File: src/rtl/core/circle_box_collision_resolve_defines.svh
// assertion macros for the collision resolve block
`ifndef CIRCLE_BOX_COLLISION_RESOLVE_DEFINES_SVH
`define CIRCLE_BOX_COLLISION_RESOLVE_DEFINES_SVH

// same-cycle implication, sampled on clk_i, off during reset
`define CBCR_ASSERT_NOW(lbl, ante, cons, msg) \
  lbl: assert property (@(posedge clk_i) disable iff (!rst_ni) (ante) |-> (cons)) \
    else $error(msg);

// next-cycle implication, sampled on clk_i, off during reset
`define CBCR_ASSERT_NEXT(lbl, ante, cons, msg) \
  lbl: assert property (@(posedge clk_i) disable iff (!rst_ni) (ante) |=> (cons)) \
    else $error(msg);

`endif

File: src/rtl/core/cbcr_pkg.sv
// shared types, constants and helpers of the collision resolve block
`default_nettype none
package cbcr_pkg;

  typedef enum logic {
    CMD_BOX   = 1'b0,
    CMD_ROUND = 1'b1
  } cmd_e;

  localparam int unsigned SQRT_STEPS = 31;
  localparam int unsigned DIV_STEPS  = 24;
  localparam int unsigned STEP_W     = 5;
  localparam int unsigned RAD_W      = 62;
  localparam int unsigned NUM_W      = 56;
  localparam int unsigned ROOT_W     = 31;
  localparam int unsigned QUO_W      = 24;

  // data that rides alongside the arithmetic cells
  typedef struct packed {
    logic              add;
    logic              hit;
    logic              cx;
    logic              cz;
    logic              sgn_x;
    logic              sgn_z;
    logic signed [31:0] nx;
    logic signed [31:0] nz;
    logic signed [31:0] bx;
    logic signed [31:0] bz;
    logic [23:0]       rsum;
    logic [47:0]       mr_x;
    logic [47:0]       mr_z;
  } carry_t;

  function automatic logic signed [31:0] cbcr_sat(input logic signed [33:0] v);
    logic signed [31:0] r;
    if (v[33:31] == 3'b000 || v[33:31] == 3'b111) begin
      r = v[31:0];
    end else if (v[33]) begin
      r = 32'sh8000_0000;
    end else begin
      r = 32'sh7fff_ffff;
    end
    return r;
  endfunction

endpackage
`default_nettype wire

File: src/rtl/core/cbcr_div_cell.sv
// one quotient bit of the restoring divider chain
`default_nettype none
module cbcr_div_cell (
  input  wire logic                        clk_i,
  input  wire logic                        en_i,
  input  wire logic [cbcr_pkg::STEP_W-1:0] step_i,
  input  wire logic [cbcr_pkg::NUM_W-1:0]  rem_i,
  input  wire logic [cbcr_pkg::QUO_W-1:0]  q_i,
  input  wire logic [cbcr_pkg::ROOT_W-1:0] den_i,
  output logic      [cbcr_pkg::NUM_W-1:0]  rem_o,
  output logic      [cbcr_pkg::QUO_W-1:0]  q_o,
  output logic      [cbcr_pkg::ROOT_W-1:0] den_o
);
  import cbcr_pkg::*;

  logic [NUM_W-1:0] sh;
  logic             ge;

  always_comb begin
    sh = {{(NUM_W-ROOT_W){1'b0}}, den_i} << step_i;
    ge = rem_i >= sh;
  end

  always_ff @(posedge clk_i) begin
    if (en_i) begin
      rem_o <= ge ? rem_i - sh : rem_i;
      q_o   <= {q_i[QUO_W-2:0], ge};
      den_o <= den_i;
    end
  end

endmodule
`default_nettype wire
File: config.mk
export PLATFORM = sky130hd
export DESIGN_NAME = cbcr_div_cell
export DESIGN_NICKNAME = d
export VERILOG_FILES = /design/src/rtl/core/circle_box_collision_resolve_defines.svh /design/src/rtl/core/cbcr_pkg.sv /design/src/rtl/core/cbcr_div_cell.sv
export SDC_FILE = /design/constraint.sdc
export NUM_CORES = 1
export LEC_CHECK = 0
export BUFFER_PORTS_ARGS = -buffer_cell sky130_fd_sc_hd__buf_4
export CAP_MARGIN = 20
export CELL_PAD_IN_SITES_DETAIL_PLACEMENT = 1
export CELL_PAD_IN_SITES_GLOBAL_PLACEMENT = 2
export CORE_AREA = 2 2 172 174
export CTS_BUF_LIST = sky130_fd_sc_hd__clkbuf_16
export DETAILED_ROUTE_END_ITERATION = 7
export DIE_AREA = 0 0 174 176
export PLACE_DENSITY = 0.93
export SLEW_MARGIN = 20
export SYNTH_ARGS = -nofsm -noshare
export SYNTH_HDL_FRONTEND = slang
export SYNTH_SLANG_ARGS = --single-unit
File: constraint.sdc
create_clock -name clk_i -period 7.41 [get_ports clk_i]
set_input_delay 2.223 -clock clk_i [delete_from_list [all_inputs] [get_ports clk_i]]
set_output_delay 2.223 -clock clk_i [all_outputs]
set_load 0.05 [all_outputs]
==> out/metrics.yaml <==
die:
  die_x_um: 174
  coreArea_mm2: 0.02855
  io_pins: 229
  die_h_um: 176
  rows: 62
  die-area_mm2: 0.03062
  start_util_pct: 32.79
critical_path:
  end_kind: "register"
  worstSetupStartpointType: "input pin"
  crit_type: "in -> reg"
  critPathMaxFanout: 36
  critPathRequiredTime_ns: 7.54
  worstPathArrival_ns: 6.85
clock_network:
  cts_setup_buffers: 0
  cts_hold_buf: 0
  clk_pin_slew_ns: 0.09
  cts_resized: 0
  cts_root_buf: "clkbuf_16"
  clock-sinks: 111
  h-tree-depth: 3
  numCtsBuffers: 9
  clockBufferDepth: 2
  cts_tree: "done"
logic_synthesis:
  ys_types: 78
  synth_seq_cells: 111
  yosys.area.top_type_share_pct: 35.61
  synth_nets: 1227
  synthArstFlopShare_pct: 0
  synth.largest_area_cell: "edfxtp_1"
  ys_seq_area_share_pct: 35.61
  synth_enable_flop_cells: 111
  netlist_area_mm2: 0.009360
  syn_inst: 1051
  avgSynthCellArea_um2: 8.906
  synth_warnings: 0
  synthTopCellsByArea: "edfxtp_1 (36%), ha_1 (7.6%), nand2_1 (7.4%)"
  ys.flop_type: "edfxtp_1"
hold_path:
  hold_end: "q_o[22]"
  min_from: "q_i[21]"
  hold_path_class: "in -> reg"
  min_path_cells: 1
final_layout:
  antenna_cells: 0
  final_cell_mix: "buf_4 (236), nand2_1 (184), edfxtp_1 (111)"
  n_fill_cell: 3389
  layout-drive-gt1-share_pct: 24.88
  final_cells: 1622
  nets: 1409
  final_common_cell: "buf_4"
  fin_area_mm2: 0.01166
  syn_to_final_growth_pct: 24.61
timing:
  fin_setup_tns_ns: 0
  hold_viol_final: 0
  max_slew_margin_pct: 44.48
  clock.fmax_ghz: 0.1488
  slew_violations: 0
  period_needed_ns: 6.722
  rsz0062_at_grt: "false"
  finalSetupViolCount: 0
  worst_pin_slew_ns: 0.8328
  timing.final.crit_share_pct: 90.72
global_routing:
  antenna_found_initial: 0
  grt_pass1_wl_um: 50360
  grt_usage_pct: 21.09
  grt_pass1_vias: 8909
  grt_overflow: 0
  grt_max_degree: 64
detailed_routing:
  wl_per_cell_um: 20.11
  routed_wirelength_um: 32620
  firstDrtPassIters: 5
  ant_nets: 0
  drc: 0
  drtIter0Drc: 631
  vias: 8673
  viasPerCell: 5.347
power_and_ir_drop:
  leakagePower_nw: 4.815
  vdd_drop_max_v: 0.0001022
  powerDensity_mw_per_mm2: 224.8
place:
  place_congestion: 0.9181
  dp.cells: 1606
  port-buffer-count: 227
  dp_hpwl_um: 26400
  placed_cell_area_mm2: 0.01136
flow_run:
  maxCapViolCount: 0
status:
  outcome: "finished clean"
## final cells by class
| class | instances | area, um2 | area share, % |
|---|---|---|---|
| clock buffers | 9 | 225.2 | 1.931 |
| clock inverters | 7 | 75.07 | 0.6436 |
| inverters | 22 | 82.58 | 0.7080 |
| multi-input cells | 849 | 5615 | 48.14 |
| flip-flops and latches | 111 | 3333 | 28.58 |
| well taps | 384 | 480.5 | 4.119 |
| repair buffers | 240 | 1852 | 15.88 |
## worst max path at each step
stage | startpoint | to | slack [ns] | cells after the start
detailed placement | step_i[0] | rem_o[3] | 0.45 | 19
floorplan | step_i[1] | rem_o[24] | 1.36 | 19
global route | step_i[1] | rem_o[3] | 0.32 | 19
global placement | step_i[1] | rem_o[3] | 0.48 | 19
finish | step_i[1] | rem_o[3] | 0.69 | 19
CTS | step_i[0] | rem_o[3] | 0.83 | 19
## routing by layer
| layer | global-route usage, % | part of all wire [%] | up-vias |
|---|---|---|---|
| li1 | - | - | 4210 |
| met1 | 28.40 | 47 | 4204 |
| met2 | 35.41 | 47 | 234 |
| met3 | 3.208 | 4.4 | 25 |
| met4 | 5.672 | 1.6 | 0 |
| met5 | 0 | 0 | - |
## worst max-delay path, cell delays in order
cell      delay (ns)
buf_4           0.34
inv_1           0.34
a211oi_1        0.27
a21oi_1         0.10
mux2i_1         0.21
nand2_1         0.07
o21ai_0         0.10
nor2_1          0.08
a21oi_1         0.36
ha_1            0.42
a21oi_2         0.24
o22ai_1         0.12
o41ai_1         0.46
a41oi_2         0.13
o21ai_2         0.26
a21boi_2        0.10
o22ai_4         0.40
buf_12          0.24
mux2_2          0.34
## Yosys cell counts (5+ instances only)
cell / instances
nand2_1: 184
o211ai_1: 6
nand3_1: 18
o22a_1: 6
o21ai_0: 95
nand4_1: 24
nor3_1: 7
clkbuf_1: 29
nand2b_1: 14
nor2_1: 77
inv_1: 20
mux2_2: 9
o21a_1: 7
xor2_1: 24
or2_2: 5
buf_4: 7
or3_1: 7
xnor2_1: 29
edfxtp_1: 111
mux2i_1: 35
a31oi_1: 7
ha_1: 57
buf_2: 29
a21oi_1: 87
a21o_1: 33
a211oi_1: 9
mux4_2: 13
o21ai_1: 11
and3_1: 5
o21bai_1: 12
## kinds of logic (layout without fill, tap and decap cells)
family / count (synthesis) / after routing / synth area share [%]
multiplexers: 58 / 58 / 8.114
flip-flops: 111 / 111 / 35.61
adder cells (fa/ha/maj): 58 / 58 / 7.833
buffers and inverters: 91 / 278 / 4.478
AO/OA/AOI/OAI: 322 / 322 / 22.15
AND/OR/NAND/NOR: 358 / 358 / 16.86
XOR/XNOR: 53 / 53 / 4.959
## state kept, by name, summed over array words and instances, names as in the netlist
register,count
rem_o,56
den_o,31
q_o,24
## per-stage QoR
| stage | hold WS [ns] | setup WS [ns] | power, W | util (%) |
|---|---|---|---|---|
| final | 2.019 | 0.6878 | 0.002622 | 40.86 |
| after CTS | 2.006 | 0.8272 | 0.002640 | 40.86 |
| after global placement | 2.401 | 0.4764 | 0.002101 | 39.81 |
| after global routing | 2.003 | 0.3153 | 0.002761 | 40.86 |
| after floorplan | 2.322 | 1.361 | 0.001724 | - |
| after detailed placement | 2.403 | 0.4486 | 0.002125 | 39.81 |
## power breakdown
| group | switching [W] | internal (W) | total, W |
|---|---|---|---|
| Sequential | 0.0000287 | 0.000804 | 0.000833 |
| Combinational | 0.000851 | 0.000433 | 0.00128 |
| Clock | 0.000266 | 0.000240 | 0.000505 |
Note: power is estimated with default switching activity, not from simulation.
