**config.mk**
```make
export PLATFORM = sky130hd
export DESIGN_NAME = cbcr_sqrt_cell
export DESIGN_NICKNAME = d
export VERILOG_FILES = /design/src/rtl/core/circle_box_collision_resolve_defines.svh /design/src/rtl/core/cbcr_pkg.sv /design/src/rtl/core/cbcr_sqrt_cell.sv
export SDC_FILE = /design/constraint.sdc
export NUM_CORES = 1
export LEC_CHECK = 0
export ABC_AREA = 0
export BUFFER_PORTS_ARGS = -buffer_cell sky130_fd_sc_hd__buf_2
export CAP_MARGIN = 20
export CORE_ASPECT_RATIO = 1.4
export CORE_MARGIN = 5
export CORE_UTILIZATION = 60
export CTS_CLUSTER_DIAMETER = 40
export CTS_CLUSTER_SIZE = 25
export DETAILED_ROUTE_END_ITERATION = 6
export GPL_ROUTABILITY_DRIVEN = 0
export GPL_TIMING_DRIVEN = 1
export PLACE_DENSITY = 0.89
export SYNTH_ARGS = -nofsm -noshare
export SYNTH_HDL_FRONTEND = slang
export SYNTH_SLANG_ARGS = --single-unit
```
**constraint.sdc**
```tcl
create_clock -name clk_i -period 10.05 [get_ports clk_i]
set_input_delay 0.5025 -clock clk_i [delete_from_list [all_inputs] [get_ports clk_i]]
set_output_delay 0.5025 -clock clk_i [all_outputs]
set_load 0.02 [all_outputs]
```
**src/rtl/core/circle_box_collision_resolve_defines.svh**
```systemverilog
// assertion macros for the collision resolve block
`ifndef CIRCLE_BOX_COLLISION_RESOLVE_DEFINES_SVH
`define CIRCLE_BOX_COLLISION_RESOLVE_DEFINES_SVH

// same-cycle implication, sampled on clk_i, off during reset
`define CBCR_ASSERT_NOW(lbl, ante, cons, msg) \
  lbl: assert property (@(posedge clk_i) disable iff (!rst_ni) (ante) |-> (cons)) \
    else $error(msg);

// next-cycle implication, sampled on clk_i, off during reset
`define CBCR_ASSERT_NEXT(lbl, ante, cons, msg) \
  lbl: assert property (@(posedge clk_i) disable iff (!rst_ni) (ante) |=> (cons)) \
    else $error(msg);

`endif

```
**src/rtl/core/cbcr_pkg.sv**
```systemverilog
// shared types, constants and helpers of the collision resolve block
`default_nettype none
package cbcr_pkg;

  typedef enum logic {
    CMD_BOX   = 1'b0,
    CMD_ROUND = 1'b1
  } cmd_e;

  localparam int unsigned SQRT_STEPS = 31;
  localparam int unsigned DIV_STEPS  = 24;
  localparam int unsigned STEP_W     = 5;
  localparam int unsigned RAD_W      = 62;
  localparam int unsigned NUM_W      = 56;
  localparam int unsigned ROOT_W     = 31;
  localparam int unsigned QUO_W      = 24;

  // data that rides alongside the arithmetic cells
  typedef struct packed {
    logic              add;
    logic              hit;
    logic              cx;
    logic              cz;
    logic              sgn_x;
    logic              sgn_z;
    logic signed [31:0] nx;
    logic signed [31:0] nz;
    logic signed [31:0] bx;
    logic signed [31:0] bz;
    logic [23:0]       rsum;
    logic [47:0]       mr_x;
    logic [47:0]       mr_z;
  } carry_t;

  function automatic logic signed [31:0] cbcr_sat(input logic signed [33:0] v);
    logic signed [31:0] r;
    if (v[33:31] == 3'b000 || v[33:31] == 3'b111) begin
      r = v[31:0];
    end else if (v[33]) begin
      r = 32'sh8000_0000;
    end else begin
      r = 32'sh7fff_ffff;
    end
    return r;
  endfunction

endpackage
`default_nettype wire

```
**src/rtl/core/cbcr_sqrt_cell.sv**
```systemverilog
// one step of the integer square root chain
`default_nettype none
module cbcr_sqrt_cell (
  input  wire logic                       clk_i,
  input  wire logic                       en_i,
  input  wire logic [cbcr_pkg::STEP_W-1:0] step_i,
  input  wire logic [cbcr_pkg::RAD_W-1:0]  n_i,
  input  wire logic [cbcr_pkg::RAD_W-1:0]  r_i,
  output logic      [cbcr_pkg::RAD_W-1:0]  n_o,
  output logic      [cbcr_pkg::RAD_W-1:0]  r_o
);
  import cbcr_pkg::*;

  logic [RAD_W-1:0] bit_w;
  logic [RAD_W:0]   trial;
  logic [RAD_W-1:0] n_d, r_d;

  always_comb begin
    bit_w = RAD_W'(1) << {step_i, 1'b0};
    trial = {1'b0, r_i} + {1'b0, bit_w};
    if ({1'b0, n_i} >= trial) begin
      n_d = n_i - trial[RAD_W-1:0];
      r_d = (r_i >> 1) + bit_w;
    end else begin
      n_d = n_i;
      r_d = r_i >> 1;
    end
  end

  always_ff @(posedge clk_i) begin
    if (en_i) begin
      n_o <= n_d;
      r_o <= r_d;
    end
  end

endmodule
`default_nettype wire

```
==> results.md, run 1 <==
* Slowest CP cell: nand2b_1
* TritonCTS clock tree: built
* Clock-pin slew on the worst setup and hold paths at 0.06 ns
* IO buf count at 254
* Post-synth EDFFs at 124
* Die H at 193.3 um
* Status: finished with violations
* Worst path most repeated cell: nor2_1
* Post-Synth XOR/XNOR Area at 11.49%
* Fmax at 136.0 MHz
* Synthesized area per cell at 8.507 um^2
* Delay of the slowest critical-path stage at 0.61 ns
* Die ar. at 0.02725 mm^2
* Maxcap violations at 0
* Std cell rows at 67
* FILL cells at 1897
* Root Driver: clkbuf_16
* Post-Synth Adder-Cell Area at 9.382%
* Failing checks: DRC
* CP Capture Type: flip-flop
* Remaining routing DRC violations at 1
* Post-Syn Area at 0.01440 mm^2
* Critical Path RT at 10.24 ns
* Worst-margin pin slew at 0.9536 ns
* Crit path arrival time at 7.55 ns
* Final Net Count at 2131
* P&R area growth vs syn at 12.89%
* Hold Fails Final Rpt at 0
* Layout cell share with drive strength beyond 1 at 20.10%
* Post-synthesis mux area share at 6.359%
* Wire length on met3 at 4.612 mm
* Gate count after technology mapping at 1693
* DRT Pass-1 Iters at 7
* Uppermost layer routed: met5
* Leakage at 6.559 nW
* Final worst path period share at 73.18%
* Largest family of logic cells by synthesized area: compound AO/OA/AOI/OAI gates
* YS warnings at 0
* Total power draw at 0.002009 W
* Syn Nets at 1929
* Die width at 140.9 um
* Gr ovfl total at 0
* Vias in the first global route at 15050
* Clock sinks at 124
* Antenna violations before repair at 5
* Wire length per cell at 21.11 um
* Clock group share of total power at 27.9%
* Bufs on Longest Clock Path at 2
* Max-Slew Margin vs Limit at 34.79%
* RSZ-0062 raised after global routing: no
* Detailed Place HPWL at 36.31 mm
* Synth async-reset ratio at 0%
* Post-Place Setup Slack at 2.287 ns
* Compound-Gate Fraction of Synth Area at 24.14%
* Simple-gate share of the synthesized area at 18.87%
* Tmin final at 7.355 ns
* DR vias at 15130
* Post-synthesis sequential area ratio at 25.85%
* Vias per cell at 6.821
* DRT iter0 DRCs at 1694
* Internal at 0.001270 W
* Wl on met1 at 15.18 mm
* Total routed wirelength at 46.83 mm
* Met2 WL at 23.19 mm
* First-pass GRT wire length at 73.74 mm
* Final worst setup slack at 2.695 ns
* Worst-path maximum fanout at 54
* # IOs at 255
* Post-CTS Resized at 0
* Max-slew violations at 0
* ANT nets after route at 0
* H-Tree Depth at 4
* Gate power share at 38.6%
* Largest net degree at the start of global routing at 82
* Net Sw Power at 0.0007382 W
* CTS buffer count at 17
* Switching Share at 36.75%
* Final setup viols at 0
* Hold-fix buffers at CTS at 0
* Setup CP Type: input pin to flip-flop
* VDD IR max at 0.1242 mV
* Post-CTS Setup Repair Bufs at 0
* Core outline area at 0.02381 mm^2
* Starting Density at 60.50%
* Reg power frac at 33.5%
* GRT Total Usage at 33.48%
* Hold Path Class: input pin to flip-flop
* Ys flop type: edfxtp_1
* Pwr per Cell Area at 123.5 mW/mm^2
* Synth Register Bits at 124
* Startpoint Class: input pin
* Fin Setup TNS at 0 ns
* Post-synth cell types at 90
[routing by layer]
layer  vias up  global-route usage (%)
met5         -                       0
met4        10                   23.66
met1      6888                   33.76
met2      1067                   59.25
met3       343                   8.496
li1       6820                       -
[cell type report]
type	count	area [um^2]	area share [%]
antenna	3	7.507	0.04617
clock buffer	18	429.2	2.639
clock inverter	11	81.33	0.5002
inverter	48	180.2	1.108
multi-input combinational	1446	10130	62.28
sequential	124	3724	22.90
tap	310	387.9	2.386
timing repair buffer	258	1324	8.142
[cell families (layout without fill, tap and decap cells)]
logic type      Yosys count  in the layout
flops                   124            124
simple gates            549            549
other cells               0              3
buf+inv                 123            335
fa+ha+maj               108            108
compound gates          518            518
mux                      82             82
xor+xnor                189            189
[per-stage QoR]
| stage | area (um^2) | std cells | utilization (%) | hold slack [ns] |
|---|---|---|---|---|
| finish | 16260 | 2218 | 68.29 | 0.3650 |
| global route | 16250 | 2215 | 68.26 | 0.3613 |
| floorplan | 14400 | 1693 | - | 0.6150 |
| CTS | 16220 | 2214 | 68.15 | 0.3561 |
| global placement | 15710 | 2185 | 66.00 | 0.8119 |
| detailed placement | 15710 | 2185 | 66.00 | 0.8164 |
[worst max-delay path: cells and delay by family]
family,cells,cell delay (ns)
and+or+nand+nor,11,2.43
adders and majority gates,2,0.76
xor gates and xnor gates,1,0.11
muxes,1,0.35
AOI/OAI and AO/OA,8,2.27
buffers and inverters,3,1.02
[cells in the mapped netlist (7+ instances only)]
cell | number | area, um^2
buf_2 | 20 | 100.1
nand2b_1 | 17 | 106.4
a21boi_0 | 12 | 90.09
o21ai_0 | 103 | 515.5
nand4_1 | 46 | 287.8
edfxtp_1 | 124 | 3724
inv_1 | 48 | 180.2
o211ai_1 | 12 | 90.09
and3_1 | 17 | 106.4
or3_1 | 15 | 93.84
o21a_1 | 12 | 90.09
buf_6 | 8 | 90.09
a31o_2 | 17 | 148.9
o21bai_1 | 19 | 142.6
mux2_1 | 34 | 382.9
nor2_1 | 126 | 473.0
ha_1 | 104 | 1301
nor4_1 | 16 | 100.1
nor3_1 | 37 | 185.2
a211oi_1 | 8 | 60.06
o31ai_1 | 21 | 157.7
a21oi_1 | 123 | 615.6
a21o_1 | 43 | 322.8
xnor2_1 | 130 | 1139
clkbuf_1 | 40 | 150.1
xor2_1 | 59 | 516.8
and2_1 | 17 | 106.4
nand2_1 | 141 | 529.3
nand3_1 | 66 | 330.3
mux2_2 | 42 | 473.0
a31oi_1 | 47 | 294.0
nor2b_1 | 14 | 87.58
o21ai_1 | 7 | 35.03
[power by group through the flow]
| stage | clock network, W | logic (W) | registers, W |
|---|---|---|---|
| 4_1_cts | 0.000563 | 0.000756 | 0.000673 |
| 3_5_place_dp | 0 | 0.000751 | 0.000683 |
| 3_3_place_gp | 0 | 0.000730 | 0.000683 |
| 6_report | 0.000560 | 0.000776 | 0.000673 |
| 2_1_floorplan | 0 | 0.000444 | 0.000768 |
| 5_1_grt | 0.000590 | 0.000829 | 0.000678 |
[state kept, by name, indices dropped and copies added, names as in the netlist]
name and flops:
n_o 62, r_o 62
[layout by cell type (no fill, tap or decap), types with 6 or more instances in the layout]
master	count
buf_2	253
nand2_1	141
xnor2_1	130
nor2_1	126
edfxtp_1	124
a21oi_1	123
ha_1	104
o21ai_0	103
nand3_1	66
xor2_1	59
inv_1	48
a31oi_1	47
nand4_1	46
a21o_1	43
mux2_2	42
nor3_1	37
mux2_1	34
o31ai_1	21
o21bai_1	19
nand2b_1	17
and2_1	17
a31o_2	17
and3_1	17
clkbuf_16	17
nor4_1	16
or3_1	15
nor2b_1	14
a21boi_0	12
o21a_1	12
o211ai_1	12
a211oi_1	8
o21ai_1	7
nand3b_1	6
o41ai_1	6
mux2i_1	6
[final timing paths]
kind / from / end / cells past startpoint
worst max-delay path: step_i[2] / n_o[16] / 26
worst min-delay path: n_i[57] / n_o[57] / 2
Power figures use the tool's default switching activity.
==> run 2, diff against run 1 <==
- CORE_UTILIZATION: 60 -> 53
- PLACE_DENSITY: 0.89 -> 0.83
- clock period: 10.05 -> 6.5 ns (I/O delays scaled with it)
==> run 2 against run 1 <==
Effect of this change: the flow still finishes with violations (DRC); clock power is 59% higher; non-clock buffer count is 25 higher; first-iteration DRC count is 20% lower; setup slack worse by 2.3 ns; final area is 1.9% higher; die area is 12% higher; sequential share of layout area is 0.44 points lower.
==> results.md, run 2 (synthesized netlist as in run 1, its figures left out) <==
* Status: finished with violations
* Failing checks: DRC
* Gate power share at 38.6% (about the same)
* Starting Density at 53.68% (-6.8 points)
* Post-CTS Setup Repair Bufs at 0 (unchanged)
* Final Net Count at 2156 (+1.2%)
* Root Driver: clkbuf_16
* Worst-path maximum fanout at 13 (-76%)
* Internal at 0.001992 W (+57%)
* Hold path start: n_i[52]
* Leading cell type in the layout, fill and taps excluded: buf_2
* Die H at 205.1 um (+6.1%)
* Core outline area at 0.02683 mm^2 (+13%)
* CP Capture Type: flip-flop
* Die width at 149.3 um (+5.9%)
* Final Util at 61.79% (-6.5 points)
* Largest net degree at the start of global routing at 67 (-18%)
* Most frequent cells in the layout: buf_2 (253), nand2_1 (141), xnor2_1 (130), nor2_1 (126), edfxtp_1 (124)
* Antenna violations before repair at 7 (+2)
* Layout cell share with drive strength beyond 1 at 21.42% (+1.3 points)
* Post-CTS Resized at 0 (unchanged)
* P&R area growth vs syn at 15.09%
* Largest registers: n_o (62), r_o (62)
* Final setup viols at 0 (unchanged)
* RSZ-0062 raised after global routing: no
* GRT Total Usage at 30.03% (-3.4 points)
* First-pass GRT wire length at 73.15 mm (-0.81%)
* Total routed wirelength at 47.52 mm (+1.5%)
* Hold-fix buffers at CTS at 0 (unchanged)
* Wire length per cell at 20.62 um (-2.3%)
* Reg power frac at 33.2% (-0.3 points)
* Vias per cell at 6.463 (-5.2%)
* DRT Pass-1 Iters at 7 (unchanged)
* TritonCTS clock tree: built
* Worst-margin pin slew at 0.8657 ns (-0.08788 ns)
* ANT nets after route at 0 (unchanged)
* Clock-pin slew on the worst setup and hold paths at 0.06 ns (about the same)
* Clock sinks at 124 (unchanged)
* Vias in the first global route at 14780 (-1.7%)
* Gr ovfl total at 0 (unchanged)
* Die ar. at 0.03062 mm^2 (+12%)
* Pwr per Cell Area at 190.1 mW/mm^2 (+54%)
* CTS buffer count at 17 (unchanged)
* Setup CP Type: input pin to flip-flop
* VDD IR max at 0.2009 mV (+62%)
* Maxcap violations at 0 (unchanged)
* Fin Setup TNS at 0 ns (unchanged)
* Fmax at 163.8 MHz
* H-Tree Depth at 4 (unchanged)
* Crit path arrival time at 6.29 ns (-1.26 ns)
* Switching Share at 36.79% (+0.043 points)
* Tmin final at 6.105 ns
* # IOs at 255 (unchanged)
* Hold Path Class: input pin to flip-flop
* Startpoint Class: input pin
* Leakage at 6.711 nW (+2.3%)
* Clock group share of total power at 28.2% (+0.3 points)
* DR vias at 14890 (-1.6%)
* Max-slew violations at 0 (unchanged)
* Bufs on Longest Clock Path at 2 (unchanged)
* Hold Path End: n_o[52]
* Cell depth of the worst hold path at 2 (unchanged)
* Max-Slew Margin vs Limit at 40.80% (+6.0 points)
* Hold Fails Final Rpt at 0 (unchanged)
* DRT iter0 DRCs at 1357 (-20%)
* IO buf count at 254 (unchanged)
* Net Sw Power at 0.001160 W (+57%)
* Final worst path period share at 93.92%
* Detailed Place HPWL at 37.69 mm (+3.8%)
* Std cell rows at 71 (+6.0%)
* Critical Path RT at 6.69 ns (-3.55 ns)
* Remaining routing DRC violations at 2 (+1)
==> run 2: cell count changes in the layout (fill, tap and decap cells not counted) <==
cell	previous run	this run
buf_4	4	26
clkinv_2	2	7
buf_12	0	4
diode_2	3	6
clkinv_1	5	3
buf_16	1	0
clkbuf_1	1	0
clkinv_4	0	1
==> run 2: stage by stage <==
| stage | cell area [um^2] | power [W] | hold WS [ns] | setup WS [ns] | std cells |
|---|---|---|---|---|---|
| 2_1_floorplan | 14400 | 0.001874 | 0.4375 | 0.8119 | 1693 |
| 3_3_place_gp | 16030 | 0.002227 | 0.6341 | 0.1418 | 2266 |
| 3_5_place_dp | 16030 | 0.002252 | 0.6358 | 0.03007 | 2266 |
| 4_1_cts | 16560 | 0.003141 | 0.1796 | 0.4495 | 2298 |
| 5_1_grt | 16570 | 0.003290 | 0.2053 | 0.005034 | 2300 |
| 6_report | 16580 | 0.003152 | 0.1856 | 0.3953 | 2304 |
==> run 2: cell type report <==
type	instances	area (um^2)
Clock buffer	17	425.4
Sequential cell	124	3724
Timing Repair Buffer	283	1541
Fill cell	2323	10250
Clock inverter	15	107.6
Tap cell	365	456.7
Inverter	48	180.2
Antenna cell	6	15.01
Multi-Input combinational cell	1446	10130
==> run 2: worst max-delay path by stage <==
stage | from | to | cells after the start
final | step_i[1] | n_o[58] | 22
after global routing | step_i[1] | n_o[58] | 22
after CTS | step_i[1] | n_o[8] | 24
after detailed placement | step_i[1] | n_o[5] | 24
after global placement | step_i[1] | n_o[41] | 24
after floorplan | step_i[4] | r_o[4] | 25
==> run 2: routing by layer <==
metal / part of all wire, % / global-route usage, % / wire [um]
met1: 33 / 31.45 / 15890
met2: 50 / 54.22 / 23790
met5: 0.13 / 0 / 60
met3: 9.0 / 5.399 / 4270
met4: 7.4 / 20.12 / 3506
==> run 2: worst max-delay path, cell delays in order <==
cell       delay [ns]
buf_2            0.20
or3b_1           0.52
nor2_1           0.23
ha_1             0.33
a31oi_1          0.29
o31ai_1          0.18
a221o_1          0.38
a41oi_2          0.34
o22ai_1          0.20
a21oi_1          0.29
o21ai_1          0.19
xnor2_1          0.27
ha_1             0.35
a21o_1           0.21
a21o_1           0.18
a21o_1           0.19
a21o_1           0.18
a21o_1           0.19
a2111oi_0        0.56
a22oi_1          0.19
and3_1           0.22
mux2_1           0.28
==> run 2: power by group through the flow <==
stage / clock network (W) / logic, W / registers [W]
after floorplan: 0 / 0.000687 / 0.00119
after global placement: 0 / 0.00116 / 0.00106
after detailed placement: 0 / 0.00119 / 0.00106
after CTS: 0.000894 / 0.00120 / 0.00105
after global routing: 0.000937 / 0.00130 / 0.00105
final: 0.000890 / 0.00122 / 0.00104
